File: config.mk
export PLATFORM = sky130hd
export DESIGN_NAME = smdt_ctrl
export DESIGN_NICKNAME = d
export VERILOG_FILES = /design/src/successor_mru_draft_table_top_assert.svh /design/src/smdt_pkg.sv /design/src/smdt_ctrl.sv
export SDC_FILE = /design/constraint.sdc
export NUM_CORES = 1
export LEC_CHECK = 0
export BUFFER_PORTS_ARGS = -buffer_cell sky130_fd_sc_hd__clkbuf_2
export CORE_MARGIN = 2
export CORE_UTILIZATION = 37
export CTS_CLUSTER_DIAMETER = 100
export DETAILED_ROUTE_END_ITERATION = 6
export PLACE_DENSITY = 0.7
export SLEW_MARGIN = 20
export SYNTH_ARGS = -nofsm -noshare
export SYNTH_HDL_FRONTEND = slang
export SYNTH_SLANG_ARGS = --single-unit
File: constraint.sdc
create_clock -name clk -period 1.3 [get_ports clk]
set_clock_uncertainty 0.2 [all_clocks]
set_input_delay 0.26 -clock clk [delete_from_list [all_inputs] [get_ports clk]]
set_output_delay 0.26 -clock clk [all_outputs]
set_load 0.005 [all_outputs]
File: src/successor_mru_draft_table_top_assert.svh
// Assertion macros for the successor table top level.
// Each macro expects clk and rst to be visible where it is used.
`ifndef SUCCESSOR_MRU_DRAFT_TABLE_TOP_ASSERT_SVH
`define SUCCESSOR_MRU_DRAFT_TABLE_TOP_ASSERT_SVH

// Same-cycle implication
`define SMDT_ASSERT_IMP(lbl, ante, cons) \
  lbl: assert property (@(posedge clk) disable iff (rst) (ante) |-> (cons)) \
    else $error("%m: check failed");

// Next-cycle implication
`define SMDT_ASSERT_NXT(lbl, ante, cons) \
  lbl: assert property (@(posedge clk) disable iff (rst) (ante) |=> (cons)) \
    else $error("%m: check failed");

`endif

File: src/smdt_pkg.sv
// ----------------------------------------------------------------------------
// smdt_pkg
// Shared types, constants and helpers for the successor table.
// ----------------------------------------------------------------------------
package smdt_pkg;

  localparam int TOK_W      = 17;
  localparam int DEF_VOCAB  = 65536;
  localparam int DEF_SLOTS  = 4;
  localparam int MAX_DEPTH  = 8;
  localparam int TOPK_MAX   = 4;
  localparam int DEPTH_CAP  = 8;
  localparam int WIDTH_CAP  = 4;
  localparam int COUNT_CAP  = 4;

  localparam logic signed [TOK_W-1:0] TOK_EMPTY  = -17'sd1;
  localparam logic [7:0]              STREAK_MAX = 8'd255;
  localparam logic [7:0]              THR_RESET  = 8'd1;

  typedef enum logic [2:0] {
    REQ_PAIR   = 3'd0,
    REQ_TOPK   = 3'd1,
    REQ_LINEAR = 3'd2,
    REQ_CAND   = 3'd3,
    REQ_READ   = 3'd4
  } req_t;

  typedef enum logic [3:0] {
    ST_CLEAR,
    ST_IDLE,
    ST_DISPATCH,
    ST_OBS,
    ST_TOPK_LOAD,
    ST_TOPK_STEP,
    ST_TOPK_WRITE,
    ST_READ,
    ST_LIN_EVAL,
    ST_LIN_ISSUE,
    ST_CAND_LOAD,
    ST_CAND_FIRST,
    ST_CAND_NEXT,
    ST_CAND_ISSUE,
    ST_CAND_EVAL,
    ST_FINISH
  } state_t;

  typedef struct packed {
    logic clear_wr;
    logic latch_req;
    logic rd_from_token;
    logic obs_write;
    logic topk_load;
    logic topk_step;
    logic topk_write;
    logic read_emit;
    logic lin_step;
    logic cand_load;
    logic cand_first;
    logic cand_step;
    logic cand_next;
    logic finish;
  } cmd_t;

  typedef struct packed {
    logic [2:0] req;
    logic       tok_ok;
    logic       id0_ok;
    logic       cnt_zero;
    logic       depth_zero;
    logic       slot_ok;
    logic       lin_stop;
    logic       chain_last;
    logic       cand_more;
    logic       depth_one;
    logic       cand_stop;
    logic       topk_done;
    logic       clear_done;
  } sts_t;

  function automatic logic tok_valid(logic signed [TOK_W-1:0] t, int unsigned vocab);
    return !t[TOK_W-1] && (32'(t[15:0]) < vocab);
  endfunction

endpackage

File: src/smdt_ctrl.sv
// ----------------------------------------------------------------------------
// smdt_ctrl
// Request sequencer: clearing pass, observe, top-k, draft and read flows.
// ----------------------------------------------------------------------------
module smdt_ctrl (
  input  logic           clk,
  input  logic           rst,
  input  logic           start,
  input  smdt_pkg::sts_t sts,
  output smdt_pkg::cmd_t cmd,
  output logic           busy
);
  import smdt_pkg::*;

  state_t state;
  state_t state_next;

  always_ff @(posedge clk) begin
    if (rst) begin
      state <= ST_CLEAR;
    end else begin
      state <= state_next;
    end
  end

  always_comb begin
    state_next = state;
    unique case (state)
      ST_CLEAR:      if (sts.clear_done) state_next = ST_IDLE;
      ST_IDLE:       if (start) state_next = ST_DISPATCH;
      ST_DISPATCH: begin
        unique case (sts.req)
          REQ_PAIR:   state_next = (sts.tok_ok && sts.id0_ok) ? ST_OBS : ST_FINISH;
          REQ_TOPK:   state_next = (sts.tok_ok && !sts.cnt_zero) ? ST_TOPK_LOAD : ST_FINISH;
          REQ_LINEAR: state_next = (sts.tok_ok && !sts.depth_zero) ? ST_LIN_EVAL : ST_FINISH;
          REQ_CAND:   state_next = (sts.tok_ok && !sts.depth_zero) ? ST_CAND_LOAD : ST_FINISH;
          REQ_READ:   state_next = (sts.tok_ok && sts.slot_ok) ? ST_READ : ST_FINISH;
          default:    state_next = ST_FINISH;
        endcase
      end
      ST_OBS:        state_next = ST_IDLE;
      ST_TOPK_LOAD:  state_next = ST_TOPK_STEP;
      ST_TOPK_STEP:  if (sts.topk_done) state_next = ST_TOPK_WRITE;
      ST_TOPK_WRITE: state_next = ST_IDLE;
      ST_READ:       state_next = ST_IDLE;
      ST_LIN_EVAL:   state_next = (sts.lin_stop || sts.chain_last) ? ST_FINISH : ST_LIN_ISSUE;
      ST_LIN_ISSUE:  state_next = ST_LIN_EVAL;
      ST_CAND_LOAD:  state_next = ST_CAND_FIRST;
      ST_CAND_FIRST: begin
        if (!sts.cand_more) begin
          state_next = ST_FINISH;
        end else if (sts.depth_one) begin
          state_next = ST_CAND_NEXT;
        end else begin
          state_next = ST_CAND_ISSUE;
        end
      end
      ST_CAND_NEXT:  state_next = ST_CAND_FIRST;
      ST_CAND_ISSUE: state_next = ST_CAND_EVAL;
      ST_CAND_EVAL:  state_next = (sts.cand_stop || sts.chain_last) ? ST_CAND_NEXT : ST_CAND_ISSUE;
      ST_FINISH:     state_next = ST_IDLE;
    endcase
  end

  always_comb begin
    cmd  = '0;
    busy = (state != ST_IDLE);
    unique case (state)
      ST_CLEAR:      cmd.clear_wr = 1'b1;
      ST_IDLE:       cmd.latch_req = start;
      ST_DISPATCH:   cmd.rd_from_token = 1'b1;
      ST_OBS:        cmd.obs_write = 1'b1;
      ST_TOPK_LOAD:  cmd.topk_load = 1'b1;
      ST_TOPK_STEP:  cmd.topk_step = 1'b1;
      ST_TOPK_WRITE: cmd.topk_write = 1'b1;
      ST_READ:       cmd.read_emit = 1'b1;
      ST_LIN_EVAL:   cmd.lin_step = !sts.lin_stop;
      ST_LIN_ISSUE:  cmd = '0;
      ST_CAND_LOAD:  cmd.cand_load = 1'b1;
      ST_CAND_FIRST: cmd.cand_first = sts.cand_more;
      ST_CAND_NEXT:  cmd.cand_next = 1'b1;
      ST_CAND_ISSUE: cmd = '0;
      ST_CAND_EVAL:  cmd.cand_step = !sts.cand_stop;
      ST_FINISH:     cmd.finish = 1'b1;
    endcase
  end

endmodule

# ---- Yosys cells after proc, flatten, opt, wreduce, memory -nomap -nowiden
# Cells that the tools add are included.
dict set report word_totals {
  inputBits 18
  wordCells 67
  register_bits 4
  out_inout_bits 15
}
dict set report classes {
  mux 28
  n_reduce_logical 15
  eq_ne 23
}
# op count
set ops {}
lappend ops {{case mux 4 bit (12 select lines)} 1}
lappend ops {{== test 4 bit, second input constant} 8}
lappend ops {{2-to-1 mux 4 bit} 6}
lappend ops {{case mux 4 bit (5 select lines)} 1}
lappend ops {{== test 4 x 3 -> 1 bit, second input constant} 4}
lappend ops {{2-to-1 mux 1 bit} 16}
lappend ops {{2-to-1 mux 3 bit} 3}
lappend ops {{== test 4 x 2 -> 1 bit, second input constant} 2}
lappend ops {{== test 3 x 2 -> 1 bit, second input constant} 2}
lappend ops {{!= test 2 bit, second input constant} 3}
lappend ops {{== test 4 x 1 -> 1 bit, second input constant} 1}
lappend ops {{logical AND 1 bit} 4}
lappend ops {{logical NOT 1 bit} 4}
lappend ops {{logical NOT 4 bit} 1}
lappend ops {{!= test 4 x 1 -> 1 bit, second input constant} 1}
lappend ops {{OR reduction 4 bit} 1}
lappend ops {{== test 3 x 1 -> 1 bit, second input constant} 1}
lappend ops {{== test 3 bit, second input constant} 1}
lappend ops {{logical NOT 3 bit} 1}
lappend ops {{AND reduction 3 bit} 1}
lappend ops {{logical OR 1 bit} 2}
lappend ops {{2-to-1 mux 2 bit} 1}
lappend ops {{OR reduction 2 bit} 1}

# ---- Depth between registers and ports, before layout
dict set report depth {
  depth_word 5
  depth_mapped 6
  ltp_nobuf 4
}

# ---- Worst setup path after synthesis
# OpenSTA, ideal clock, no wires.
dict set report synth_timing {
  path_type {register to output}
  startpoint {reg state[2]}
  endpoint {out cmd[12] (netlist bit)}
  setup_slack_ns -0.214
  n_path_buf 1
  required_ns 0.840
  stages_incl_launch_ff 5
  arrival_time_ns 1.054
  cell_sequence {dfxtp_1 > buf_2 > or2_1 > or2_1 > nor2_1}
}
# element line
set synth_rtl {}
lappend synth_rtl {{from (decl)} smdt_ctrl.sv:15} ;# state_t state;
lappend synth_rtl {{from (signal assigned)} smdt_ctrl.sv:22} ;# state <= state_next;
lappend synth_rtl {{to (decl)} smdt_ctrl.sv:10} ;# output smdt_pkg::cmd_t cmd,

==> run_results.csv <==
group,metric,value,unit
hold_path,hold_path_class,"in2reg",
logic_synthesis,synthesis.nets,99,
floorplan,core-area,1320,um^2
sta,setup_ws,-0.402,ns
sta,finalMaxSlewViolations,0,
placed_design,preCtsSetupSlack,-0.242,ns
routing,first_pass_iters,4,
floorplan,die_h,41.7,um
floorplan,dieWidth,41.7,um
critical_path,crit_arrival,1.24,ns
cells_and_area,num_antenna_cells,0,
cells_and_area,top_register,"state",
critical_path,reg2reg_from,"state[1]",
power_and_ir_drop,powerDensity,857,nW/um^2
flow_run,max-cap-violations,0,
sta,setup_viol,19,
floorplan,dieArea,1740,um^2
sta,period_share,1.31,
routing,drc_errors,0,
logic_synthesis,synth_top_family_by_area,"simple AND/OR/NAND/NOR gates",
clock_network,cts-root-buf,"clkbuf_4",
logic_synthesis,synth_ff_type,"dfxtp_1",
routing,drt_wl_total,2.35,mm
clock_network,htreeDepth,1,
routing,drt_iter0_markers,38,
cells_and_area,nets,160,
logic_synthesis,synth_common_cells,"nor2_1 (10), nand2_1 (9), o21ai_0 (7)",
critical_path,worst-setup-path-type,"reg2out",
logic_synthesis,synth.most_common_cell,"nor2_1",
logic_synthesis,synth_simple_gate_area_frac,0.443,
power_and_ir_drop,ir_drop,0.463,mV
status,violations,"setup timing",
clock_network,cts_tree,"built",
clock_network,numClockSinks,4,
logic_synthesis,synth_top_area_frac,0.152,
logic_synthesis,yosysWarnings,0,
sta,min_period,1.70,ns
grt,grt_max_degree,7,
sta,rsz0062_at_grt,"true",
floorplan,start_util,0.399,
logic_synthesis,synth_compound_area_frac,0.293,
clock_network,cts_inserted_buffers,3,
placed_design,hpwl,1.35,mm
hold_path,hold_depth,2,
logic_synthesis,synthAdderAreaFrac,0,
routing,num_vias,850,
grt,track_usage,0.245,
sta,tns,-5.28,ns
logic_synthesis,synthArstFlopShare,0,
hold_path,min_from,"rst",
sta,hold_viol,0,
cells_and_area,largest_reg_flops,4,
placed_design,place.gp.congestion,0.832,
critical_path,end_kind,"output port",
floorplan,ios,33,
hold_path,whs_endpoint,"state[2]",
critical_path,r2r.worst_path.cells,7,
logic_synthesis,syn_area_per_cell,6.49,um^2
clock_network,cts_hold_buffers,0,
cells_and_area,area.growth.synth_to_final,112,%
cells_and_area,fillCellCount,75,
critical_path,required,0.84,ns
logic_synthesis,ys_types,31,
cells_and_area,largest_registers,"state x4",
logic_synthesis,synth.largest_area_cell,"dfxtp_1",
clock_network,path_clk_slew,0.04,ns
logic_synthesis,muxShareOfSynthArea,0,
logic_synthesis,synth_seq_area_share,0.152,
logic_synthesis,synth_area_leaders,"dfxtp_1 (15%), nor2_1 (7.1%), o21ai_0 (6.7%)",
grt,antenna_found_initial,0,
placed_design,io_buffers,32,
sta,worstMarginPinSlew,0.305,ns
status,status,"finished, violations left",
clock_network,worstSkewPairLatency,0.24,ns
critical_path,crit_path_max_fanout,4,
routing,wl_per_cell,15.1,um
critical_path,start_kind,"flip-flop",
sta,max_freq,588,MHz
logic_synthesis,netlist_area,526,um^2
logic_synthesis,synth_edf_count,0,
floorplan,rows,13,
power_and_ir_drop,power,0.955,mW
logic_synthesis,ys_seq_elements,4,
clock_network,clock_path_buffers,2,
critical_path,ff2ff_setup_slack,-0.25,ns
grt,grt_first_pass_wirelength,3.33,mm
power_and_ir_drop,leakagePower,0.505,nW
routing,avgViaCountPerCell,5.48,
logic_synthesis,synth_xor_area_frac,0,
grt,grt_pass1_vias,750,
logic_synthesis,syn_inst,81,
routing,detail-route-antenna-nets,0,
sta,relSlewSlack,0.794,
critical_path,reg2reg_to,"state[1]",
grt,grt_overflow,0,
cells_and_area,drive_gt1_frac,0.671,
## critical path: stages, from the launching register on
cell and delay (ns):
dfxtp_4 0.34, or2_4 0.26, or2_1 0.22, nor2_1 0.08, buf_2 0.11
## per-layer routing
metal  vias up  routed length (um)  track usage
li1        406                   -            -
met1       395                 915        0.316
met2        45                1250        0.416
met3         4                 151       0.0261
met4         0                  31       0.0903
met5         -                   0            0
## cells by family (layout without fill, tap and decap cells)
kind of cell           Yosys count  after routing
AO/OA/AOI/OAI                   23             23
buffers and inverters           11             70
flip-flops                       4              4
AND/OR/NAND/NOR                 43             43
## repair_timing
action,CTS,global route
endpoints found under the setup margin,19,19
gates resized for setup,36,17
gates cloned,0,0
pin swaps,9,5
setup buffers,9,3
## where the power goes
part	switching [mW]	total [mW]	leakage, nW	internal, mW
Combinational	0.299	0.628	0.456	0.328
Clock	0.0513	0.155	0.0138	0.103
Sequential	0.0298	0.173	0.0352	0.143
Total	0.381	0.955	0.505	0.574
## area by class of cell
| cell class | count | area, um^2 | share of cell area |
|---|---|---|---|
| multi-input cells | 66 | 514 | 0.461 |
| repair buffers | 62 | 448 | 0.402 |
| flip-flops and latches | 4 | 92.6 | 0.0831 |
| clock buffers | 3 | 22.5 | 0.0202 |
| inverters | 5 | 18.8 | 0.0168 |
| well taps | 15 | 18.8 | 0.0168 |
## how the worst max path moves through the flow
| stage | from | endpoint | slack, ns |
|---|---|---|---|
| finish | state[1] | cmd[12] | -0.40 |
| global placement | state[2] | cmd[12] | -0.21 |
| detailed placement | state[2] | state[0] | -0.24 |
| global route | state[1] | cmd[12] | -0.45 |
| floorplan | state[1] | cmd[12] | -0.17 |
| CTS | state[1] | cmd[12] | -0.42 |
## cell usage in the layout (no fill, tap or decap), types with 2 or more instances in the layout
| master | instances |
|---|---|
| clkbuf_2 | 25 |
| buf_4 | 19 |
| buf_6 | 8 |
| nand2_1 | 7 |
| buf_2 | 7 |
| nor2_1 | 5 |
| o21ai_0 | 5 |
| nand2b_4 | 4 |
| nor3_2 | 4 |
| nor2_4 | 3 |
| inv_1 | 3 |
| nor2b_1 | 3 |
| nor3b_1 | 3 |
| o21ai_1 | 3 |
| clkbuf_4 | 3 |
| dfxtp_4 | 3 |
| nor2_2 | 2 |
| nor3_4 | 2 |
| nand3_1 | 2 |
| inv_2 | 2 |
| a21oi_2 | 2 |
| a22o_1 | 2 |
| buf_12 | 2 |
## stage by stage
stage	area, um^2	utilization	hold slack [ns]	instances
after detailed placement	822	0.624	0.287	141
after global placement	822	0.624	0.285	141
after floorplan	537	-	0.129	81
final	1110	0.846	0.0477	155
after global routing	1110	0.846	0.0467	155
after CTS	1070	0.809	0.0313	153
Note: power is estimated with default switching activity, not from simulation.
